==> src/hw/rtl/ptb_pkg.sv <==
// shared types and codes for the periodic timer bank
package ptb_pkg;

  // command codes on the func field
  localparam logic [2:0] FN_TICK    = 3'd0;
  localparam logic [2:0] FN_SETUP   = 3'd1;
  localparam logic [2:0] FN_START   = 3'd2;
  localparam logic [2:0] FN_STOP    = 3'd3;
  localparam logic [2:0] FN_DESTROY = 3'd4;

  // item classes handed from front to back
  localparam logic [2:0] CLS_TICK    = 3'd0;
  localparam logic [2:0] CLS_SETUP   = 3'd1;
  localparam logic [2:0] CLS_START   = 3'd2;
  localparam logic [2:0] CLS_STOP    = 3'd3;
  localparam logic [2:0] CLS_DESTROY = 3'd4;
  localparam logic [2:0] CLS_NONE    = 3'd5;

  // slot lifecycle codes
  localparam logic [2:0] ST_UNUSED    = 3'd0;
  localparam logic [2:0] ST_CREATED   = 3'd1;
  localparam logic [2:0] ST_STARTED   = 3'd2;
  localparam logic [2:0] ST_STOPPED   = 3'd3;
  localparam logic [2:0] ST_DESTROYED = 3'd4;

  // result kinds
  localparam logic KIND_ACK    = 1'b0;
  localparam logic KIND_EXPIRY = 1'b1;

  // expiry results reported per tick
  localparam int MAX_REPORT = 8;
  localparam int REPORT_W   = 4;

  // command queue between front and back
  localparam int QUEUE_DEPTH = 4;
  localparam int QPTR_W      = 2;
  localparam int QCNT_W      = 3;

  typedef struct packed {
    logic [2:0]  cls;
    logic [2:0]  slot_index;
    logic        in_range;
    logic [31:0] start_delay;
    logic [31:0] period_ticks;
  } ptb_cmd_t;

endpackage

==> src/hw/rtl/ptb_front.sv <==
// front end: accepts command beats, classifies them and queues them
module ptb_front #(
  parameter int NUM_TIMERS = 8
) (
  input  logic              clk,
  input  logic              rst,
  input  logic              cmd_valid,
  output logic              cmd_stall,
  input  logic [2:0]        func,
  input  logic [2:0]        slot_index,
  input  logic [31:0]       start_delay,
  input  logic [31:0]       period_ticks,
  output logic              q_valid,
  output ptb_pkg::ptb_cmd_t q_head,
  input  logic              q_pop
);
  import ptb_pkg::*;

  ptb_cmd_t          queue [QUEUE_DEPTH];
  logic [QPTR_W-1:0] wptr;
  logic [QPTR_W-1:0] rptr;
  logic [QCNT_W-1:0] count;
  ptb_cmd_t          entry;
  logic              push;
  logic              pop;

  always_comb begin
    entry.slot_index   = slot_index;
    entry.in_range     = (32'(slot_index) < 32'(NUM_TIMERS));
    entry.start_delay  = start_delay;
    entry.period_ticks = period_ticks;
    unique case (func)
      FN_TICK:    entry.cls = CLS_TICK;
      FN_SETUP:   entry.cls = CLS_SETUP;
      FN_START:   entry.cls = CLS_START;
      FN_STOP:    entry.cls = CLS_STOP;
      FN_DESTROY: entry.cls = CLS_DESTROY;
      default:    entry.cls = CLS_NONE;
    endcase
  end

  assign cmd_stall = (count == QCNT_W'(QUEUE_DEPTH));
  assign q_valid   = (count != '0);
  assign q_head    = queue[rptr];
  assign push      = cmd_valid && !cmd_stall;
  assign pop       = q_pop && q_valid;

  always_ff @(posedge clk) begin
    if (push) begin
      queue[wptr] <= entry;
    end
  end

  always_ff @(posedge clk) begin
    if (rst) begin
      wptr  <= '0;
      rptr  <= '0;
      count <= '0;
    end else begin
      if (push) begin
        wptr <= wptr + 1'b1;
      end
      if (pop) begin
        rptr <= rptr + 1'b1;
      end
      if (push && !pop) begin
        count <= count + 1'b1;
      end else if (pop && !push) begin
        count <= count - 1'b1;
      end
    end
  end

endmodule

==> src/hw/rtl/ptb_back.sv <==
// back end: slot storage, command execution, tick scan and result register
module ptb_back #(
  parameter int NUM_TIMERS  = 8,
  parameter int COUNT_WIDTH = 32
) (
  input  logic              clk,
  input  logic              rst,
  input  logic              q_valid,
  input  ptb_pkg::ptb_cmd_t q_head,
  output logic              q_pop,
  output logic              res_valid,
  input  logic              res_stall,
  output logic              kind,
  output logic [2:0]        slot_id,
  output logic [2:0]        slot_state,
  output logic              fired,
  output logic              last
);
  import ptb_pkg::*;

  localparam int SW = (NUM_TIMERS > 1) ? $clog2(NUM_TIMERS) : 1;
  localparam int CW = $clog2(NUM_TIMERS + 1);
  localparam int W  = COUNT_WIDTH;

  localparam logic [1:0] S_IDLE = 2'd0;
  localparam logic [1:0] S_CMD  = 2'd1;
  localparam logic [1:0] S_SCAN = 2'd2;

  logic [1:0] state;
  ptb_cmd_t   cur;

  logic [W-1:0] cnt_mem [NUM_TIMERS];
  logic [W-1:0] dly_mem [NUM_TIMERS];
  logic [W-1:0] per_mem [NUM_TIMERS];
  logic [W-1:0] rd_cnt;
  logic [W-1:0] rd_dly;
  logic [W-1:0] rd_per;
  logic [2:0]   life [NUM_TIMERS];

  logic          rd_en;
  logic [SW-1:0] rd_addr;
  logic          cnt_we;
  logic [SW-1:0] cnt_wa;
  logic [W-1:0]  cnt_wd;
  logic          cfg_we;

  logic [CW-1:0] scan_cnt;
  logic          p_vld;
  logic [SW-1:0] p_slot;
  logic          pend_vld;
  logic [2:0]    pend_slot;
  logic [2:0]    pend_state;
  logic [REPORT_W-1:0] n_rep;

  logic adv;
  logic scan_issue;
  logic scan_done;

  logic [SW+2:0] hd_ext;
  logic [SW+2:0] cur_ext;
  logic [SW+2:0] p_ext;
  logic [SW-1:0] hd_addr;
  logic [SW-1:0] cur_addr;
  logic [2:0]    p_id;
  logic [W+31:0] dly_ext;
  logic [W+31:0] per_ext;
  logic [W-1:0]  new_dly;
  logic [W-1:0]  new_per;
  logic [W-1:0]  load;
  logic [2:0]    st_cur;
  logic [2:0]    st_new;
  logic          cmd_load;

  logic [2:0]   s_life;
  logic         s_active;
  logic         s_fire;
  logic         s_reload;
  logic [2:0]   s_state;
  logic         s_report;

  logic         emit;
  logic         e_kind;
  logic [2:0]   e_slot;
  logic [2:0]   e_state;
  logic         e_fired;
  logic         e_last;

  assign adv = !res_valid || !res_stall;

  // index and count width fitting
  assign hd_ext   = {SW'(0), q_head.slot_index};
  assign cur_ext  = {SW'(0), cur.slot_index};
  assign p_ext    = {3'b000, p_slot};
  assign hd_addr  = hd_ext[SW-1:0];
  assign cur_addr = cur_ext[SW-1:0];
  assign p_id     = p_ext[2:0];
  assign dly_ext  = {W'(0), cur.start_delay};
  assign per_ext  = {W'(0), cur.period_ticks};
  assign new_dly  = dly_ext[W-1:0];
  assign new_per  = per_ext[W-1:0];

  assign q_pop = (state == S_IDLE) && q_valid;

  // command execution
  assign st_cur = life[cur_addr];

  always_comb begin
    if (cur.cls == CLS_SETUP) begin
      load = (new_dly != '0) ? new_dly : new_per;
    end else begin
      load = (rd_dly != '0) ? rd_dly : rd_per;
    end
  end

  always_comb begin
    st_new   = st_cur;
    cmd_load = 1'b0;
    unique case (cur.cls)
      CLS_SETUP: begin
        st_new   = ST_CREATED;
        cmd_load = 1'b1;
      end
      CLS_START: begin
        if (st_cur == ST_CREATED || st_cur == ST_STOPPED) begin
          st_new   = ST_STARTED;
          cmd_load = 1'b1;
        end
      end
      CLS_STOP: begin
        if (st_cur == ST_CREATED || st_cur == ST_STARTED) begin
          st_new = ST_STOPPED;
        end
      end
      CLS_DESTROY: st_new = ST_DESTROYED;
      default:     st_new = st_cur;
    endcase
  end

  // tick scan: read slot k while slot k-1 is evaluated
  assign scan_issue = (state == S_SCAN) && adv && (scan_cnt < CW'(NUM_TIMERS));
  assign scan_done  = (state == S_SCAN) && (scan_cnt == CW'(NUM_TIMERS)) && !p_vld;
  assign s_life     = life[p_slot];
  assign s_active   = (state == S_SCAN) && p_vld && (s_life == ST_STARTED);
  assign s_fire     = s_active && (rd_cnt == W'(0) || rd_cnt == W'(1));
  assign s_reload   = (rd_per != '0);
  assign s_state    = s_reload ? ST_STARTED : ST_STOPPED;
  assign s_report   = s_fire && (n_rep < REPORT_W'(MAX_REPORT));

  always_comb begin
    rd_en   = 1'b0;
    rd_addr = hd_addr;
    if (q_pop && q_head.cls != CLS_TICK) begin
      rd_en = 1'b1;
    end else if (scan_issue) begin
      rd_en   = 1'b1;
      rd_addr = scan_cnt[SW-1:0];
    end
  end

  always_comb begin
    cnt_we = 1'b0;
    cnt_wa = cur_addr;
    cnt_wd = load;
    cfg_we = 1'b0;
    if (state == S_CMD && adv && cur.in_range) begin
      cnt_we = cmd_load;
      cfg_we = (cur.cls == CLS_SETUP);
    end else if (adv && s_active) begin
      cnt_we = 1'b1;
      cnt_wa = p_slot;
      if (s_fire) begin
        cnt_wd = s_reload ? rd_per : '0;
      end else begin
        cnt_wd = rd_cnt - 1'b1;
      end
    end
  end

  always_ff @(posedge clk) begin
    if (cnt_we) begin
      cnt_mem[cnt_wa] <= cnt_wd;
    end
    if (cfg_we) begin
      dly_mem[cur_addr] <= new_dly;
      per_mem[cur_addr] <= new_per;
    end
  end

  always_ff @(posedge clk) begin
    if (rd_en) begin
      rd_cnt <= cnt_mem[rd_addr];
      rd_dly <= dly_mem[rd_addr];
      rd_per <= per_mem[rd_addr];
    end
  end

  // result selection
  always_comb begin
    emit    = 1'b0;
    e_kind  = KIND_EXPIRY;
    e_slot  = pend_slot;
    e_state = pend_state;
    e_fired = 1'b1;
    e_last  = 1'b0;
    if (state == S_CMD) begin
      emit    = 1'b1;
      e_kind  = KIND_ACK;
      e_slot  = cur.slot_index;
      e_state = cur.in_range ? st_new : ST_UNUSED;
      e_fired = 1'b0;
      e_last  = 1'b1;
    end else if (scan_done) begin
      emit   = 1'b1;
      e_last = 1'b1;
      if (!pend_vld) begin
        e_slot  = 3'd0;
        e_state = ST_UNUSED;
        e_fired = 1'b0;
      end
    end else if (s_report && pend_vld) begin
      emit = 1'b1;
    end
  end

  always_ff @(posedge clk) begin
    if (rst) begin
      for (int i = 0; i < NUM_TIMERS; i++) begin
        life[i] <= ST_UNUSED;
      end
    end else if (state == S_CMD && adv && cur.in_range) begin
      life[cur_addr] <= st_new;
    end else if (adv && s_fire && !s_reload) begin
      life[p_slot] <= ST_STOPPED;
    end
  end

  always_ff @(posedge clk) begin
    if (q_pop) begin
      cur <= q_head;
    end
    if (adv) begin
      if (s_report) begin
        pend_slot  <= p_id;
        pend_state <= s_state;
      end
      if (scan_issue) begin
        p_slot <= scan_cnt[SW-1:0];
      end
    end
    if (adv && emit) begin
      kind       <= e_kind;
      slot_id    <= e_slot;
      slot_state <= e_state;
      fired      <= e_fired;
      last       <= e_last;
    end
  end

  always_ff @(posedge clk) begin
    if (rst) begin
      state     <= S_IDLE;
      scan_cnt  <= '0;
      p_vld     <= 1'b0;
      pend_vld  <= 1'b0;
      n_rep     <= '0;
      res_valid <= 1'b0;
    end else begin
      if (adv) begin
        res_valid <= emit;
      end
      unique case (state)
        S_IDLE: begin
          if (q_pop) begin
            scan_cnt <= '0;
            p_vld    <= 1'b0;
            pend_vld <= 1'b0;
            n_rep    <= '0;
            state    <= (q_head.cls == CLS_TICK) ? S_SCAN : S_CMD;
          end
        end
        S_CMD: begin
          if (adv) begin
            state <= S_IDLE;
          end
        end
        S_SCAN: begin
          if (adv) begin
            p_vld <= scan_issue;
            if (scan_issue) begin
              scan_cnt <= scan_cnt + 1'b1;
            end
            if (s_report) begin
              pend_vld <= 1'b1;
              n_rep    <= n_rep + 1'b1;
            end
            if (scan_done) begin
              state <= S_IDLE;
            end
          end
        end
        default: state <= S_IDLE;
      endcase
    end
  end

endmodule

==> src/hw/rtl/periodic_timer_bank_core.sv <==
// top level of the periodic timer bank
//
// A bank of NUM_TIMERS timer slots driven by command beats: set up, start,
// stop, destroy or tick. Commands enter a four-deep queue, so the command
// side keeps flowing while the executor works or the result side stalls,
// until the queue is full. A set up, start, stop or destroy passes through
// the executor's command state and returns one acknowledge beat with the
// slot's new state. A tick walks every slot through the single read port
// of the slot memories, one slot per cycle while the result side does not
// stall; it returns one expiry beat per fired slot (at most eight, in slot
// order, the final one marked last) or a single empty beat when nothing
// fired. Only slots 0 to 7 can be addressed by a command.
module periodic_timer_bank_core #(
  parameter int NUM_TIMERS  = 8,
  parameter int COUNT_WIDTH = 32
) (
  input  logic        clk,
  input  logic        rst,
  input  logic        cmd_valid,
  output logic        cmd_stall,
  input  logic [2:0]  func,
  input  logic [2:0]  slot_index,
  input  logic [31:0] start_delay,
  input  logic [31:0] period_ticks,
  output logic        res_valid,
  input  logic        res_stall,
  output logic        kind,
  output logic [2:0]  slot_id,
  output logic [2:0]  slot_state,
  output logic        fired,
  output logic        last
);
  import ptb_pkg::*;

  logic     q_valid;
  logic     q_pop;
  ptb_cmd_t q_head;

  ptb_front #(
    .NUM_TIMERS (NUM_TIMERS)
  ) u_front (
    .clk          (clk),
    .rst          (rst),
    .cmd_valid    (cmd_valid),
    .cmd_stall    (cmd_stall),
    .func         (func),
    .slot_index   (slot_index),
    .start_delay  (start_delay),
    .period_ticks (period_ticks),
    .q_valid      (q_valid),
    .q_head       (q_head),
    .q_pop        (q_pop)
  );

  ptb_back #(
    .NUM_TIMERS  (NUM_TIMERS),
    .COUNT_WIDTH (COUNT_WIDTH)
  ) u_back (
    .clk        (clk),
    .rst        (rst),
    .q_valid    (q_valid),
    .q_head     (q_head),
    .q_pop      (q_pop),
    .res_valid  (res_valid),
    .res_stall  (res_stall),
    .kind       (kind),
    .slot_id    (slot_id),
    .slot_state (slot_state),
    .fired      (fired),
    .last       (last)
  );

endmodule
==> config.mk <==
export PLATFORM = sky130hd
export DESIGN_NAME = periodic_timer_bank_core
export DESIGN_NICKNAME = d
export VERILOG_FILES = /design/src/hw/rtl/ptb_pkg.sv /design/src/hw/rtl/ptb_front.sv /design/src/hw/rtl/ptb_back.sv /design/src/hw/rtl/periodic_timer_bank_core.sv
export SDC_FILE = /design/constraint.sdc
export NUM_CORES = 2
export LEC_CHECK = 0
export ABC_CLOCK_PERIOD_IN_PS = 10950
export BUFFER_PORTS_ARGS = -buffer_cell sky130_fd_sc_hd__buf_4
export CORE_MARGIN = 1.5
export CORE_UTILIZATION = 43
export CTS_CLUSTER_DIAMETER = 80
export DETAILED_ROUTE_END_ITERATION = 8
export GPL_TIMING_DRIVEN = 0
export SYNTH_ARGS = -nofsm -noshare
export SYNTH_HDL_FRONTEND = slang
export SYNTH_HIERARCHICAL = 1
export SYNTH_SLANG_ARGS = --single-unit
==> constraint.sdc <==
create_clock -name clk -period 10.95 [get_ports clk]
set_clock_uncertainty 0.05 [all_clocks]
set_input_delay 2.7375 -clock clk [delete_from_list [all_inputs] [get_ports clk]]
set_output_delay 2.7375 -clock clk [all_outputs]
set_load 0.005 [all_outputs]
==> results.md <==
- Power share of the clock group: 28.4%
- TritonCTS clock tree: built
- CP required: 11.37 ns
- Gpl congestion: 0.9318
- Mapped Area: 49,650 µm²
- Final Non-Filler Cells: 4,205
- Worst Tran Pin Value: 1.366 ns
- Starting density of the core: 43.42%
- Io pins: 85
- Net switching power: 0.004542 W
- Critical Path AT: 6.60 ns
- Die area: 117,500 µm²
- Synthesized flop and latch total: 1,283
- Avg Cell Area, Syn: 21.28 µm²
- Synth cell types: 72
- Reg power frac: 49.9%
- Global-route wire length before repair: 166.3 mm
- Leak Pwr: 18.14 nW
- Power per cell area: 262.7 nW/µm²
- Worst Path Buf+Inv: 4
- Slew HR: 8.654%
- Die W: 342.8 µm
- Row cnt: 124
- Post-synthesis sequential area ratio: 77.03%
- Setup TNS: 0 ns
- Outcome: finished clean
- Port-buffer cells: 84
- Number of global-route vias before repair: 24,978
- Net Sw Frac: 30.22%
- Endpoints failing setup: 0
- GRT Overall Usage: 19.52%
- Initial drt markers: 2,550
- Place WS: 4.048 ns
- Worst setup SP type: input pin
- Nets: 2,680
- Number of synthesized flops with an enable pin: 1,255
- Min Hold Slack: 0.4212 ns
- Final count of hold timing violations: 0
- Final core occ: 50.04%
- Post-CTS Setup Bufs: 0
- Hold_sp: u_back/p_id[1]
- YS warnings: 6
- Commonest cells in the netlist: edfxtp_1 (1,255), mux4_2 (268), mux2_2 (98)
- Worst path max stage delay: 0.95 ns
- Root Driver: clkbuf_16
- Top_reg_cell synth: edfxtp_1
- Delay-heaviest family, CP: buffers and inverters
- Core area: 114,300 µm²
- CTS Sinks: 1,283
- Via/cell ratio: 5.771
- Die H: 342.8 µm
- Setup WS post-layout: 4.775 ns
- Final worst-path cycle share: 56.40%
- Length of the first detailed-routing pass in iterations: 6
- Gate power share: 21.7%
- DP HPWL: 75.32 mm
- P&R area growth vs syn: 15.23%
- Clk buf depth: 3
- Pint: 0.01049 W
- # diodes: 0
- Reg clk slew, reported paths: 0.06 ns
- Syn Nets: 2,419
- RSZ-0062 raised after global routing: no
- Clock Latency Late Sink: 0.74 ns
- CP max FO: 10
- DRC: 0
- Max Clock Freq: 161.9 MHz
- CP Class: input pin to flop
- Critical path origin: res_stall
- Number of H-tree levels: 4
- Hold-fix buffers at CTS: 0
- Tmin final: 6.175 ns
- Top cell type's share of synthesized area: 75.90%
- Setup crit end kind: flop
- DR WL/cell: 26.96 µm
- Largest net degree at the start of global routing: 81
- Largest cells by area after synthesis: edfxtp_1 (76%), mux4_2 (12%), mux2_2 (2.2%)
- DR vias: 24,266
- Ys async rst share: 0%
- ANT nets after route: 0
- Cts repair resizes: 0
- Share of cells above drive strength 1: 27.78%
- Type of the worst min-delay path: flop to flop
- Cells after DPL: 3,972
- Crit path cell chain: buf_4, and2_1, or3_1, buf_2, mux2i_1, clkbuf_1, buf_1, mux4_2, mux2_2
- MaxCap Viol Count: 0
- Cells after synthesis: 2,333
- CTS Buf Count: 131
- Max-slew violation count: 0
- WL final: 113.3 mm
- Grt total ovfl: 0
- Initial antenna violation count: 2
- Worst vdd ir: 0.1971 mV
- Highest-delay cell along the critical path: clkbuf_1
- Biggest area consumer among synthesized cells: edfxtp_1
- Most common cell in the netlist: edfxtp_1
[cells in the final DEF (no fill, tap or decap), types with 27 or more instances in the layout]
| cell type | n |
|---|---|
| mux4_2 | 268 |
| nor4_1 | 36 |
| o21ai_0 | 43 |
| buf_12 | 28 |
| clkinv_1 | 27 |
| clkbuf_16 | 134 |
| a21oi_1 | 43 |
| buf_2 | 32 |
| dfxtp_1 | 28 |
| nand2_1 | 40 |
| mux2_2 | 98 |
| a211oi_1 | 41 |
| nor2_1 | 69 |
| buf_4 | 86 |
| clkbuf_1 | 85 |
| edfxtp_1 | 1255 |
[worst paths after layout]
| kind | end | slack (ns) | depth (start not counted) |
|---|---|---|---|
| min | u_back/pend_slot[1] | 0.42 | 0 |
| min reg2reg | u_back/pend_slot[1] | 0.42 | 0 |
| max | u_back/rd_dly[2] | 4.77 | 9 |
| max reg2reg | u_back/rd_dly[2] | 5.78 | 8 |
[cell type report]
class                           count  area [µm²]
Sequential cell                  1283       38250
Multi-Input combinational cell    921       10870
Tap cell                         1512        1892
Timing Repair Buffer              128        1436
Fill cell                        9042       57130
Clock buffer                      167        3507
Clock inverter                     65       610.6
Inverter                           17       68.82
Buffer                            112       585.6
[metal layers]
metal / vias up / wire length [µm] / track usage [%]
li1: 10301 / - / -
met1: 12854 / 46250 / 26.13
met2: 903 / 56400 / 32.20
met3: 208 / 7592 / 3.867
met4: 0 / 3110 / 6.388
met5: - / 0 / 0
[sequential cells by signal, indices dropped and copies added, names as in the netlist, 3 cells and up, named ones only]
| name | flops |
|---|---|
| u_back/cnt_mem | 256 |
| u_back/cur | 4 |
| u_back/cur_addr | 3 |
| u_back/dly_mem | 256 |
| u_back/life | 24 |
| u_back/n_rep | 4 |
| u_back/new_dly | 32 |
| u_back/new_per | 32 |
| u_back/p_id | 3 |
| u_back/pend_slot | 3 |
| u_back/per_mem | 256 |
| u_back/rd_cnt | 32 |
| u_back/rd_dly | 32 |
| u_back/rd_per | 32 |
| u_back/scan_cnt | 4 |
| u_back/slot_id | 3 |
| u_back/slot_state | 3 |
| u_front/count | 3 |
| u_front/queue | 280 |
[cells by family after synthesis]
family / count (synthesis) / share of synthesized area, %
flip-flops: 1283 / 77.03
other: 1 / 0.007552
XOR/XNOR: 32 / 0.5644
buffers and inverters: 129 / 1.308
AO/OA/AOI/OAI: 207 / 2.880
multiplexers: 388 / 14.82
adder cells (fa/ha/maj): 12 / 0.3175
AND/OR/NAND/NOR: 281 / 3.074
[metrics by stage]
step	total power [W]	instance area (µm²)
after detailed placement	0.01083	53080
after global placement	0.01074	52180
after CTS	0.01512	57200
final	0.01503	57210
after floorplan	0.009274	49650
after global routing	0.01556	57210
[power by group through the flow]
| stage | Combinational, W | Clock, W | Sequential, W |
|---|---|---|---|
| floorplan | 0.00212 | 0 | 0.00715 |
| global placement | 0.00311 | 0 | 0.00764 |
| detailed placement | 0.00325 | 0 | 0.00758 |
| CTS | 0.00327 | 0.00437 | 0.00748 |
| global route | 0.00348 | 0.00454 | 0.00754 |
| finish | 0.00326 | 0.00427 | 0.00750 |
Note: power is estimated with default switching activity, not from simulation.
